## src/sv/dqs_pkg.sv

```systemverilog
`timescale 1ns / 1ps
`default_nettype none

package dqs_pkg;

  typedef enum logic [1:0] {
    OP_POLL      = 2'd0,
    OP_CONSUME   = 2'd1,
    OP_SET_READY = 2'd2,
    OP_NOP       = 2'd3
  } op_e;

  localparam logic [2:0] REG_ACTIVE_QUEUES = 3'd0;
  localparam logic [2:0] REG_MAX_BURST     = 3'd4;

  localparam logic [4:0]  ACTIVE_RESET = 5'd16;
  localparam logic [15:0] BURST_RESET  = 16'd32;

  typedef struct packed {
    op_e         op;
    logic        bell;
    logic        q_ok;
    logic [3:0]  queue;
    logic [15:0] count;
    logic [63:0] stamp;
  } cmd_t;

  typedef struct packed {
    logic [4:0]  active;
    logic [15:0] burst;
  } cfg_t;

  typedef enum logic [2:0] {
    S_IDLE,
    S_CONS,
    S_BELL,
    S_SSTART,
    S_SCAN,
    S_DONE
  } state_e;

endpackage

`default_nettype wire

```

## src/sv/dqs_ram.sv

```systemverilog
`timescale 1ns / 1ps
`default_nettype none

module dqs_ram #(
  parameter int WIDTH = 16,
  parameter int DEPTH = 16
) (
  input  wire logic                     clk_i,
  input  wire logic                     we_i,
  input  wire logic [$clog2(DEPTH)-1:0] waddr_i,
  input  wire logic [WIDTH-1:0]         wdata_i,
  input  wire logic [$clog2(DEPTH)-1:0] raddr_i,
  output logic      [WIDTH-1:0]         rdata_o
);

  logic [WIDTH-1:0] mem_q [DEPTH];

  always_ff @(posedge clk_i) begin
    if (we_i) begin
      mem_q[waddr_i] <= wdata_i;
    end
    rdata_o <= mem_q[raddr_i];
  end

endmodule

`default_nettype wire

```

## src/sv/dqs_front.sv

```systemverilog
`timescale 1ns / 1ps
`default_nettype none

module dqs_front
  import dqs_pkg::*;
#(
  parameter int QUEUES = 16
) (
  input  wire logic        clk_i,
  input  wire logic        rst_ni,
  input  wire logic        in_valid_i,
  output logic             in_ready_o,
  input  wire logic [1:0]  operation_i,
  input  wire logic        doorbell_valid_i,
  input  wire logic [3:0]  queue_i,
  input  wire logic [15:0] doorbell_count_i,
  input  wire logic [15:0] received_count_i,
  input  wire logic [63:0] now_i,
  input  wire logic [63:0] ready_value_i,
  output logic             cmd_valid_o,
  output cmd_t             cmd_o,
  input  wire logic        cmd_pop_i
);

  cmd_t       fifo_q [2];
  logic       wr_ptr_q, rd_ptr_q;
  logic [1:0] fill_q;
  cmd_t       cmd_in;
  logic       push;
  logic       pop;

  always_comb begin
    cmd_in.op    = op_e'(operation_i);
    cmd_in.q_ok  = 32'(queue_i) < QUEUES;
    cmd_in.bell  = doorbell_valid_i && cmd_in.q_ok;
    cmd_in.queue = queue_i;
    cmd_in.count = (cmd_in.op == OP_CONSUME) ? received_count_i : doorbell_count_i;
    cmd_in.stamp = (cmd_in.op == OP_SET_READY) ? ready_value_i : now_i;
  end

  assign in_ready_o  = (fill_q != 2'd2);
  assign cmd_valid_o = (fill_q != 2'd0);
  assign cmd_o       = fifo_q[rd_ptr_q];
  assign push        = in_valid_i && in_ready_o;
  assign pop         = cmd_pop_i && cmd_valid_o;

  always_ff @(posedge clk_i or negedge rst_ni) begin
    if (!rst_ni) begin
      wr_ptr_q <= 1'b0;
      rd_ptr_q <= 1'b0;
      fill_q   <= 2'd0;
    end else begin
      if (push) wr_ptr_q <= ~wr_ptr_q;
      if (pop)  rd_ptr_q <= ~rd_ptr_q;
      fill_q <= fill_q + 2'(push) - 2'(pop);
    end
  end

  always_ff @(posedge clk_i) begin
    if (push) begin
      fifo_q[wr_ptr_q] <= cmd_in;
    end
  end

endmodule

`default_nettype wire

```

## src/sv/dqs_back.sv

```systemverilog
`timescale 1ns / 1ps
`default_nettype none

module dqs_back
  import dqs_pkg::*;
#(
  parameter int QUEUES = 16
) (
  input  wire logic        clk_i,
  input  wire logic        rst_ni,
  input  wire cfg_t        cfg_i,
  input  wire logic        cmd_valid_i,
  input  wire cmd_t        cmd_i,
  output logic             cmd_pop_o,
  output logic             out_valid_o,
  input  wire logic        out_ready_i,
  output logic             found_o,
  output logic [3:0]       selected_queue_o,
  output logic [15:0]      grant_count_o
);

  localparam int IW = $clog2(QUEUES);
  localparam int CW = $clog2(QUEUES + 1);

  state_e state_q, state_d;
  cmd_t   cur_q, cur_d;

  logic [IW-1:0]     raddr, rd_addr_q;
  logic [CW-1:0]     t_q, t_d;
  logic [IW-1:0]     ptr_q, ptr_d;
  logic              res_found_q, res_found_d;
  logic [IW-1:0]     res_sel_q, res_sel_d;
  logic [15:0]       res_grant_q, res_grant_d;
  logic              out_vld_q, out_vld_d;
  logic              out_found_q;
  logic [3:0]        out_sel_q;
  logic [15:0]       out_grant_q;
  logic              load_out;

  logic [QUEUES-1:0] cnt_vld_q, rdy_vld_q;
  logic              cnt_we, rdy_we;
  logic [IW-1:0]     cnt_waddr, rdy_waddr;
  logic [15:0]       cnt_wdata;
  logic [15:0]       cnt_ram, cnt_rd;
  logic [63:0]       rdy_ram, rdy_rd;

  logic [CW-1:0]     n_act;
  logic [IW-1:0]     start;
  logic [IW-1:0]     nxt;
  logic              last;
  logic              scan_hit;
  logic              bell_hit;
  logic [16:0]       sum;
  logic [15:0]       sat_add, sat_sub;
  logic [IW-1:0]     head_idx, cur_idx;

  dqs_ram #(.WIDTH(16), .DEPTH(QUEUES)) u_cnt_ram (
    .clk_i   (clk_i),
    .we_i    (cnt_we),
    .waddr_i (cnt_waddr),
    .wdata_i (cnt_wdata),
    .raddr_i (raddr),
    .rdata_o (cnt_ram)
  );

  dqs_ram #(.WIDTH(64), .DEPTH(QUEUES)) u_rdy_ram (
    .clk_i   (clk_i),
    .we_i    (rdy_we),
    .waddr_i (rdy_waddr),
    .wdata_i (cmd_i.stamp),
    .raddr_i (raddr),
    .rdata_o (rdy_ram)
  );

  function automatic logic [15:0] limit(input logic [15:0] c, input logic [15:0] b);
    return (c > b) ? b : c;
  endfunction

  always_comb begin
    if (cfg_i.active == 5'd0) begin
      n_act = CW'(1);
    end else if (32'(cfg_i.active) > QUEUES) begin
      n_act = CW'(QUEUES);
    end else begin
      n_act = CW'(cfg_i.active);
    end
    start    = (CW'(ptr_q) < n_act) ? ptr_q : '0;
    nxt      = (CW'(rd_addr_q) + CW'(1) == n_act) ? '0 : rd_addr_q + IW'(1);
    last     = (t_q == n_act - CW'(1));
    head_idx = IW'(cmd_i.queue);
    cur_idx  = IW'(cur_q.queue);
    cnt_rd   = cnt_vld_q[rd_addr_q] ? cnt_ram : 16'd0;
    rdy_rd   = rdy_vld_q[rd_addr_q] ? rdy_ram : 64'd0;
    scan_hit = (cnt_rd != 16'd0) && (rdy_rd < cur_q.stamp);
    bell_hit = (rdy_rd <= cur_q.stamp);
    sum      = {1'b0, cnt_rd} + {1'b0, cur_q.count};
    sat_add  = sum[16] ? 16'hFFFF : sum[15:0];
    sat_sub  = (cnt_rd > cur_q.count) ? cnt_rd - cur_q.count : 16'd0;
    load_out = !out_vld_q || out_ready_i;
  end

  // next state
  always_comb begin
    state_d = state_q;
    unique case (state_q)
      S_IDLE: begin
        if (cmd_valid_i) begin
          priority if (cmd_i.op == OP_CONSUME && cmd_i.q_ok) state_d = S_CONS;
          else if (cmd_i.op == OP_POLL && cmd_i.bell)       state_d = S_BELL;
          else if (cmd_i.op == OP_POLL)                     state_d = S_SSTART;
          else                                              state_d = S_DONE;
        end
      end
      S_CONS:   state_d = S_DONE;
      S_BELL:   state_d = bell_hit ? S_DONE : S_SSTART;
      S_SSTART: state_d = S_SCAN;
      S_SCAN:   state_d = (scan_hit || last) ? S_DONE : S_SCAN;
      S_DONE:   state_d = load_out ? S_IDLE : S_DONE;
      default:  state_d = S_IDLE;
    endcase
  end

  // datapath and outputs
  always_comb begin
    cmd_pop_o   = 1'b0;
    cur_d       = cur_q;
    raddr       = head_idx;
    t_d         = t_q;
    ptr_d       = ptr_q;
    res_found_d = res_found_q;
    res_sel_d   = res_sel_q;
    res_grant_d = res_grant_q;
    cnt_we      = 1'b0;
    cnt_waddr   = cur_idx;
    cnt_wdata   = sat_add;
    rdy_we      = 1'b0;
    rdy_waddr   = head_idx;
    out_vld_d   = out_vld_q && !out_ready_i;
    unique case (state_q)
      S_IDLE: begin
        res_found_d = 1'b0;
        res_sel_d   = '0;
        res_grant_d = 16'd0;
        if (cmd_valid_i) begin
          cmd_pop_o = 1'b1;
          cur_d     = cmd_i;
          rdy_we    = (cmd_i.op == OP_SET_READY) && cmd_i.q_ok;
        end
      end
      S_CONS: begin
        cnt_we    = 1'b1;
        cnt_wdata = sat_sub;
      end
      S_BELL: begin
        cnt_we = 1'b1;
        if (bell_hit) begin
          res_found_d = 1'b1;
          res_sel_d   = cur_idx;
          res_grant_d = limit(cur_q.count, cfg_i.burst);
        end
      end
      S_SSTART: begin
        raddr = start;
        t_d   = '0;
      end
      S_SCAN: begin
        raddr = nxt;
        t_d   = t_q + CW'(1);
        if (scan_hit) begin
          res_found_d = 1'b1;
          res_sel_d   = rd_addr_q;
          res_grant_d = limit(cnt_rd, cfg_i.burst);
          ptr_d       = rd_addr_q;
        end else if (last) begin
          ptr_d = start;
        end
      end
      S_DONE: begin
        if (load_out) out_vld_d = 1'b1;
      end
      default: ;
    endcase
  end

  always_ff @(posedge clk_i or negedge rst_ni) begin
    if (!rst_ni) begin
      state_q   <= S_IDLE;
      ptr_q     <= '0;
      out_vld_q <= 1'b0;
      cnt_vld_q <= '0;
      rdy_vld_q <= '0;
    end else begin
      state_q   <= state_d;
      ptr_q     <= ptr_d;
      out_vld_q <= out_vld_d;
      if (cnt_we) cnt_vld_q[cnt_waddr] <= 1'b1;
      if (rdy_we) rdy_vld_q[rdy_waddr] <= 1'b1;
    end
  end

  always_ff @(posedge clk_i) begin
    cur_q       <= cur_d;
    rd_addr_q   <= raddr;
    t_q         <= t_d;
    res_found_q <= res_found_d;
    res_sel_q   <= res_sel_d;
    res_grant_q <= res_grant_d;
    if (state_q == S_DONE && load_out) begin
      out_found_q <= res_found_q;
      out_sel_q   <= 4'(res_sel_q);
      out_grant_q <= res_grant_q;
    end
  end

  assign out_valid_o      = out_vld_q;
  assign found_o          = out_found_q;
  assign selected_queue_o = out_sel_q;
  assign grant_count_o    = out_grant_q;

endmodule

`default_nettype wire

```

## src/sv/doorbell_queue_selector.sv

```systemverilog
`timescale 1ns / 1ps
`default_nettype none

// Channel  Handshake                 Payload
// input    in_valid_i / in_ready_o   operation, doorbell_valid, queue, counts, now, ready_value
// output   out_valid_o / out_ready_i found, selected_queue, grant_count
// config   APB psel/penable/pwrite   active_queues at 0x0, max_burst at 0x4
//
// With the back idle, a ready-time write or code 3 goes from IDLE straight to DONE, an in-range
// consume via CONS, a doorbell grant via BELL, a poll via SSTART and SCAN (BELL first if its
// doorbell misses); SCAN reads one queue a cycle, at most active_queues clamped to 1..QUEUES.
// A two-beat command queue lets the front accept while the back is busy.
// Reset clears the per-queue valid bits at once; no clearing pass is needed.
// A stalled output holds its beat and the back waits in its final state.

module doorbell_queue_selector
  import dqs_pkg::*;
#(
  parameter int QUEUES = 16
) (
  input  wire logic        clk_i,
  input  wire logic        rst_ni,
  input  wire logic        psel,
  input  wire logic        penable,
  input  wire logic        pwrite,
  input  wire logic [2:0]  paddr,
  input  wire logic [31:0] pwdata,
  output logic      [31:0] prdata,
  output logic             pready,
  input  wire logic        in_valid_i,
  output logic             in_ready_o,
  input  wire logic [1:0]  operation_i,
  input  wire logic        doorbell_valid_i,
  input  wire logic [3:0]  queue_i,
  input  wire logic [15:0] doorbell_count_i,
  input  wire logic [15:0] received_count_i,
  input  wire logic [63:0] now_i,
  input  wire logic [63:0] ready_value_i,
  output logic             out_valid_o,
  input  wire logic        out_ready_i,
  output logic             found_o,
  output logic [3:0]       selected_queue_o,
  output logic [15:0]      grant_count_o
);

  cfg_t cfg_q;
  logic cmd_valid;
  cmd_t cmd;
  logic cmd_pop;
  logic wr_en;

  assign pready = 1'b1;
  assign wr_en  = psel && penable && pwrite;

  always_ff @(posedge clk_i or negedge rst_ni) begin
    if (!rst_ni) begin
      cfg_q.active <= ACTIVE_RESET;
      cfg_q.burst  <= BURST_RESET;
    end else if (wr_en) begin
      if (paddr[2] == REG_MAX_BURST[2]) begin
        cfg_q.burst <= pwdata[15:0];
      end else begin
        cfg_q.active <= pwdata[4:0];
      end
    end
  end

  assign prdata = (paddr[2] == REG_MAX_BURST[2]) ? {16'd0, cfg_q.burst}
                                                 : {27'd0, cfg_q.active};

  dqs_front #(.QUEUES(QUEUES)) u_front (
    .clk_i            (clk_i),
    .rst_ni           (rst_ni),
    .in_valid_i       (in_valid_i),
    .in_ready_o       (in_ready_o),
    .operation_i      (operation_i),
    .doorbell_valid_i (doorbell_valid_i),
    .queue_i          (queue_i),
    .doorbell_count_i (doorbell_count_i),
    .received_count_i (received_count_i),
    .now_i            (now_i),
    .ready_value_i    (ready_value_i),
    .cmd_valid_o      (cmd_valid),
    .cmd_o            (cmd),
    .cmd_pop_i        (cmd_pop)
  );

  dqs_back #(.QUEUES(QUEUES)) u_back (
    .clk_i            (clk_i),
    .rst_ni           (rst_ni),
    .cfg_i            (cfg_q),
    .cmd_valid_i      (cmd_valid),
    .cmd_i            (cmd),
    .cmd_pop_o        (cmd_pop),
    .out_valid_o      (out_valid_o),
    .out_ready_i      (out_ready_i),
    .found_o          (found_o),
    .selected_queue_o (selected_queue_o),
    .grant_count_o    (grant_count_o)
  );

endmodule

`default_nettype wire

```

## config.mk

```make
export PLATFORM = sky130hd
export DESIGN_NAME = doorbell_queue_selector
export DESIGN_NICKNAME = d
export VERILOG_FILES = /design/src/sv/dqs_pkg.sv /design/src/sv/dqs_ram.sv /design/src/sv/dqs_front.sv /design/src/sv/dqs_back.sv /design/src/sv/doorbell_queue_selector.sv
export SDC_FILE = /design/constraint.sdc
export NUM_CORES = 2
export LEC_CHECK = 0
export BUFFER_PORTS_ARGS = -buffer_cell sky130_fd_sc_hd__clkbuf_2
export CAP_MARGIN = 10
export CORE_MARGIN = 1.5
export CORE_UTILIZATION = 66
export CTS_CLUSTER_SIZE = 30
export DETAILED_ROUTE_END_ITERATION = 10
export GPL_TIMING_DRIVEN = 1
export MAX_ROUTING_LAYER = met4
export PLACE_DENSITY_LB_ADDON = 0.3
export SETUP_SLACK_MARGIN = 0.02
export SYNTH_ARGS = -nofsm -noshare
export SYNTH_HDL_FRONTEND = slang
export SYNTH_SLANG_ARGS = --single-unit
```

## constraint.sdc

```tcl
create_clock -name clk_i -period 21.1 [get_ports clk_i]
set_input_delay 1.055 -clock clk_i [delete_from_list [all_inputs] [get_ports clk_i]]
set_output_delay 1.055 -clock clk_i [all_outputs]
set_load 0.01 [all_outputs]
```

* Yosys cells after proc, flatten, opt, wreduce, memory -nomap -nowiden
Memories as Yosys holds them, arrays and structs flattened. A register that Yosys moved wholly into a read port is not among the register bits. Cells that the tools add are included.
Storage, ports and cells: bits in writable memories 1454, bits in read-only memories 0, register bits after elaboration 200, word-level logic and storage cells 150, output and inout port bits 56, latch bits 0, memories kept 3
Memory list:
- u_back.u_rdy_ram.mem_q | words 16, width 64, read ports 1, clocked after Yosys merged registers in 1, wr ports 1, line dqs_ram.sv:16 | logic [WIDTH-1:0] mem_q [DEPTH];
- u_back.u_cnt_ram.mem_q | words 16, width 16, read ports 1, clocked after Yosys merged registers in 1, wr ports 1, line dqs_ram.sv:16
- u_front.fifo_q | words 2, width 87, read ports 1, clocked after Yosys merged registers in 0, wr ports 1, line dqs_front.sv:25 | cmd_t fifo_q [2];
Operators by class: bitwise gates (word level) 5, shifts and indexed selects 0, $mul 0, div/mod/pow operators 0, $add $sub $neg 8, reduce and logical (&&, ||, !) cells 30, magnitude comparators 12, multiplexer cells 56, eq/ne operators 15
Operator list (count):
- $mux W16 | 10
- $mux W64 | 2
- $le A64 B64 Y1 | 1
- $lt A64 B64 Y1 | 1
- $gt A16 B16 Y1 | 3
- $pmux W16 S3 | 1
- $or A16 B16 Y16 | 2
- $mux W4 | 6
- $mux W1 | 20
- $mux W3 | 6
- $pmux W3 S6 | 1
- $add A16 B16 Y17 | 1
- $reduce_bool A16 Y1 | 1
- $sub A16 B16 Y16 | 1
- $lt A4 B5 Y1 const B | 3
- $pmux W4 S3 | 1
- $eq A5 B5 Y1 | 2
- $logic_and A1 B1 Y1 | 10
- $mux W5 | 2
- $pmux W5 S2 | 1
- $bmux W1 S4 | 2
- $demux W1 S4 | 2
- $ge A4 B1 Y1 const B | 2
- $pmux W4 S2 | 1
- other kinds (28) | 44

* Longest topological paths before layout
word-level depth 8, depth in mapped cells 19

* Modules after synthesis
From an unflattened synthesis, not the netlist that was laid out.
Second synthesis, totals: cells, all modules 3690, area total of the unflattened synthesis 70062.2 um2
By module, submodules not included:
- dqs_ram (u_back.u_rdy_ram) | instances 1, area each 39581.7 um2, cells an instance 1647
- dqs_back | instances 1, area each 11751.3 um2, cells an instance 1143
- dqs_ram (u_back.u_cnt_ram) | instances 1, area each 10042.1 um2, cells an instance 432
- dqs_front | instances 1, area each 7557.2 um2, cells an instance 386
- doorbell_queue_selector | instances 1, area each 1129.8 um2, cells an instance 82

* Worst setup path before layout
OpenSTA, ideal clock, no wires.
path kind reg2reg, start point register u_back.state_q[0], end point register u_front.fill_q[1], cell stages (with the launch flop) 8, library setup time 0.080 ns, slack 13.094 ns, path buffers 0, clock period less this slack 8.006 ns, arrival 7.926 ns, cells stage by stage dfrtp_1 > or2_2 > nor3_1 > ha_1 > inv_1 > ha_1 > xnor2_1 > xnor2_1
On the way: cells in the longest elaborated chain, start to end 4
RTL lines:
- start: declaration | line dqs_back.sv:25 | state_e state_q, state_d;
- start signal: assignment | line dqs_back.sv:193 | state_q <= state_d;
- $logic_not A3 Y1 | line dqs_back.sv:139 | unique case (state_q)
- $mux W1 | line dqs_back.sv:139
- named net cmd_pop | line doorbell_queue_selector.sv:49 | logic cmd_pop;
- $logic_and A1 B1 Y1 | line dqs_front.sv:45 | assign pop = cmd_pop_i && cmd_valid_o;
- $sub A2 B1 Y2 | line dqs_front.sv:55 | fill_q <= fill_q + 2'(push) - 2'(pop);
- end signal: assignment | line dqs_front.sv:55
- end: declaration | line dqs_front.sv:27 | logic [1:0] fill_q;
The timed path passes the listed nets, and every way through them passes these cells. A chain may end at the register's enable or synchronous reset.

* Worst setup path in the final report
start point register u_back.rd_addr_q[0], end point register u_back.res_grant_q[7], enable pin
On the way: cells in the longest elaborated chain, start to end 7
RTL lines:
- start: declaration | line dqs_back.sv:28 | logic [IW-1:0] raddr, rd_addr_q;
- start signal: assignment | line dqs_back.sv:203 | rd_addr_q <= raddr;
- $bmux W1 S4 (on tied branches) | line dqs_back.sv:93, dqs_back.sv:92
- $mux W1 (on tied branches) | line dqs_back.sv:93, dqs_back.sv:92
- $mux W64 or $mux W16 (tied branches) | line dqs_back.sv:93, dqs_back.sv:92
- $lt A64 B64 Y1 or $reduce_bool A16 Y1 (tied branches) | line dqs_back.sv:94 | scan_hit = (cnt_rd != 16'd0) && (rdy_rd < cur_q.stamp);
- $logic_and A1 B1 Y1 | line dqs_back.sv:94
- $ne A2 B1 Y1 (no source line)
- $reduce_and A3 Y1 (no source line) *
- end signal: assignment | line dqs_back.sv:207 | res_grant_q <= res_grant_d;
- end: declaration | line dqs_back.sv:33 | logic [15:0] res_grant_q, res_grant_d;
Every way passes the cells marked *; elsewhere a longest branch is shown, timed or not. The select of a mux whose other input is x is not followed.

==> summary.txt <==
Power and ir drop
  • P per Cell Area: 165 nW/um^2
  • Peak supply drop: 0.000210 V
  • Leakage power summed over all cells: 0.0272 uW

Clock network
  • Number of buffers created by CTS: 165
  • Worst-skew pair later-pin latency: 780 ps
  • # clock sinks: 1734
  • Deepest clock path buffer count: 3
  • CTS clock-pin slew for the worst setup and hold paths: 60 ps
  • Setup Buffers After CTS: 0
  • Post-CTS sizing: 0
  • H-Tree Depth: 4
  • CTS tree: done
  • Clock tree root buffer cell: sky130_fd_sc_hd__clkbuf_16
  • Count of hold-fix buffers inserted at cts: 0

Layout
  • Synthesis-to-finish area growth: 11.0%
  • Fill cells: 5814
  • Final antenna diode count: 0
  • Filler-free cell count of the finished design: 5474
  • Fraction of layout instances using a drive strength above 1: 0.266
  • Number of nets in the final layout: 4294

Synthesis
  • Async S/R FF share, synth: 0.0375
  • Sequential share of the synthesized area: 0.728
  • Number of distinct library cells after synthesis: 82
  • Cells after synthesis: 3641
  • Mapped Area: 70000 um^2
  • Leading post-synthesis cells by instance count: 1585 x sky130_fd_sc_hd__edfxtp_1, 274 x sky130_fd_sc_hd__mux4_2, 187 x sky130_fd_sc_hd__mux2_2
  • Number of warnings printed during yosys synthesis: 0
  • Number of synthesized register bits: 1734
  • Fraction of synthesized cell area taken by the top area cell type: 0.680
  • Count leader, synth: sky130_fd_sc_hd__edfxtp_1
  • Post-synth EDFFs: 1585
  • Dominant cells by area after synthesis: sky130_fd_sc_hd__edfxtp_1 68%, sky130_fd_sc_hd__mux4_2 8.8%, sky130_fd_sc_hd__mux2_2 3.0%
  • Average size of a mapped cell: 19.2 um^2
  • Cell type contributing the most total cell area after synthesis: sky130_fd_sc_hd__edfxtp_1
  • Main synth FF type: sky130_fd_sc_hd__edfxtp_1

Critical path
  • Depth of the most critical reg-to-reg path: 15
  • Series of cell instances along the critical path: mux4_2, mux4_2, buf_4, and2_1, ha_1, nand4_1, nor2_1, and4_1, nand3_1, nor3_1, nand3_1, o211ai_1, nor2_1, nor3b_1, o21ai_2
  • Number of cells on the critical path: 15
  • Category of the worst setup path capture point: register
  • Stage delay of the slowest cell on the critical path: 910 ps
  • Crit Path Category: reg2reg
  • Largest fanout on the critical path: 64
  • CP Launch Type: register
  • CP startpoint: u_back.rd_addr_q[0]$_DFF_P_
  • Critical Path RT: 21500 ps
  • Top Family by Delay on Critical Path: simple AND/OR/NAND/NOR gates
  • Critical R2R Launch: u_back.rd_addr_q[0]$_DFF_P_
  • Crit path buf inv count: 1
  • CP arrival: 7120 ps
  • Slowest stage cell on the critical path: sky130_fd_sc_hd__dfxtp_1

Placed design
  • Last weighted congestion value of the routability-driven placer: 0.899
  • Port bufs: 229
  • Detail Placement HPWL: 81300 um
  • DP Cell Count: 5170

Detailed routing
  • Vias per cell: 6.60
  • Total length of routed wires: 156000 um
  • Remaining routing DRC violations: 0
  • Count of TritonRoute iterations in the first routing pass: 5
  • Antenna-violating nets left: 0
  • Drt initial violations: 4031
  • Routed wire per std cell: 28.5 um
  • Number of vias in the routed layout: 36125

Floorplanning
  • Die Area: 108000 um^2
  • Die outline width: 329 um
  • Total number of placement rows: 119
  • Number of I/O pins: 265
  • Floorplan die height: 329 um
  • Core footprint: 105000 um^2
  • Initial Utilization: 0.665

STA
  • Max frequency: 0.149 GHz
  • Slew Limit Headroom: 0.159
  • Worst clock skew on the final layout: 33.1 ps
  • Period Utilization, post-route: 0.319
  • Final hold viol count: 0
  • Max Slew Vio Count: 0
  • Actual slew at the worst max-slew pin: 1260 ps
  • Unrepaired setup endpoints after global routing: false
  • Number of setup violations in the final report: 0
  • TNS Setup: 0 ps
  • Final critical delay including setup and external delays: 6720 ps

GRT
  • Pin count of the biggest net entering global routing: 120
  • Global route total overflow: 0
  • Initial antenna violation count: 0
  • Global-route usage over all layers: 0.303
  • First-pass GRT wire length: 231000 um
  • Via count of the first global-routing pass: 37144

Status
  • Run status: complete, no violations

Hold path
  • Launch point of the worst hold path: u_back.res_grant_q[4]$_DFFE_PP_
  • Tightest Hold Check Type: reg2reg
  • Worst Hold Path Cells: 0

Job
  • Total of max-cap violations: 0
==> routing by layer <==
metal / vias to the layer above / share of wire / routed length [um] / track usage
li1: 15235 / - / - / -
met1: 18502 / 0.38 / 59400 / 0.398
met2: 2025 / 0.50 / 78200 / 0.488
met3: 363 / 0.085 / 13200 / 0.0468
met4: 0 / 0.033 / 5110 / 0.109
met5: - / 0 / 0 / -
==> path summary, 6_finish.rpt <==
path / to / slack, ps
max: u_back.res_grant_q[7]$_DFFE_PP_ / 14380
min: u_back.grant_count_o[4]$_DFFE_PP_ / 410
max reg2reg: u_back.res_grant_q[7]$_DFFE_PP_ / 14380
min reg2reg: u_back.grant_count_o[4]$_DFFE_PP_ / 410
max in group asynchronous: u_front.rd_ptr_q$_DFFE_PN0P_ / 19900
min in group asynchronous: cfg_q[10]$_DFFE_PN0P_ / 450
==> power breakdown <==
group	leakage (uW)	switching, uW	total, uW	internal (uW)
clock	0.00264	1250	2920	1670
combinational	0.00872	2940	4900	1950
sequential	0.0159	199	4980	4780
==> logic make-up after synthesis <==
family / share of synthesized area
AO/OA/AOI/OAI: 0.0413
XOR/XNOR: 0.00245
adder cells (fa/ha/maj): 0.0249
buffers and inverters: 0.0264
flip-flops: 0.728
multiplexers: 0.140
other: 0.000107
AND/OR/NAND/NOR: 0.0370
==> metrics by stage <==
step / setup slack, ps / hold slack, ps / power (uW) / instance area [um^2] / utilization
after floorplan: 13090 / 400 / 8710 / 70000 / -
after global placement: 14730 / 401 / 9640 / 72300 / 0.687
after detailed placement: 14630 / 405 / 9830 / 72300 / 0.687
after CTS: 14560 / 418 / 12800 / 77700 / 0.738
after global routing: 14210 / 422 / 13400 / 77700 / 0.738
final: 14380 / 413 / 12800 / 77700 / 0.738
==> final cells by class <==
cell class                      count  area [um^2]  area share
Sequential cell                  1734        50900       0.655
Multi-Input combinational cell   1611        17500       0.225
Tap cell                         1391         1740      0.0224
Inverter                          130          490     0.00631
Timing Repair Buffer              305         1730      0.0223
Clock inverter                     89          771     0.00992
Clock buffer                      214         4570      0.0588
==> worst register-to-register path, cell delays in order, from the launching register on <==
cell,delay [ps]
sky130_fd_sc_hd__dfxtp_1,910
sky130_fd_sc_hd__mux4_2,600
sky130_fd_sc_hd__mux4_2,490
sky130_fd_sc_hd__buf_4,410
sky130_fd_sc_hd__and2_1,360
sky130_fd_sc_hd__ha_1,340
sky130_fd_sc_hd__nand4_1,150
sky130_fd_sc_hd__nor2_1,200
sky130_fd_sc_hd__and4_1,440
sky130_fd_sc_hd__nand3_1,290
sky130_fd_sc_hd__nor3_1,540
sky130_fd_sc_hd__nand3_1,150
sky130_fd_sc_hd__o211ai_1,550
sky130_fd_sc_hd__nor2_1,190
sky130_fd_sc_hd__nor3b_1,340
sky130_fd_sc_hd__o21ai_2,380
==> state kept, by name, summed over array words and instances, names as in the netlist <==
name and cells:
u_back.state_q 3, cfg_q 21, u_back.cnt_waddr 4, u_back.res_sel_q 4
u_front.wr_ptr_q 1, u_back.u_cnt_ram.mem_q 256, u_back.found_o 1, u_back.cur_q 80
u_back.out_valid_o 1, u_front.fifo_q 174, u_back.rd_addr_q 4, u_back.t_q 5
u_back.res_found_q 1, u_back.rdy_vld_q 16, u_back.res_grant_q 16, u_back.u_rdy_ram.rdata_o 64
u_back.selected_queue_o 4, u_back.cnt_vld_q 16, u_front.fill_q 2, u_back.grant_count_o 16
u_back.u_rdy_ram.mem_q 1024, u_back.u_cnt_ram.rdata_o 16, u_back.ptr_q 4, u_front.rd_ptr_q 1
==> cell usage in the layout, fill, tap and decap left out, types with 75 or more instances in the layout <==
master and n:
sky130_fd_sc_hd__a22oi_1 162, sky130_fd_sc_hd__and2_1 90, sky130_fd_sc_hd__buf_4 75, sky130_fd_sc_hd__clkbuf_16 172, sky130_fd_sc_hd__clkbuf_2 228, sky130_fd_sc_hd__dfxtp_1 84, sky130_fd_sc_hd__edfxtp_1 1585, sky130_fd_sc_hd__ha_1 136
sky130_fd_sc_hd__inv_1 128, sky130_fd_sc_hd__mux2_2 187, sky130_fd_sc_hd__mux4_2 274, sky130_fd_sc_hd__nand2_1 143, sky130_fd_sc_hd__nor2_1 78
Note: power is estimated with default switching activity, not from simulation.
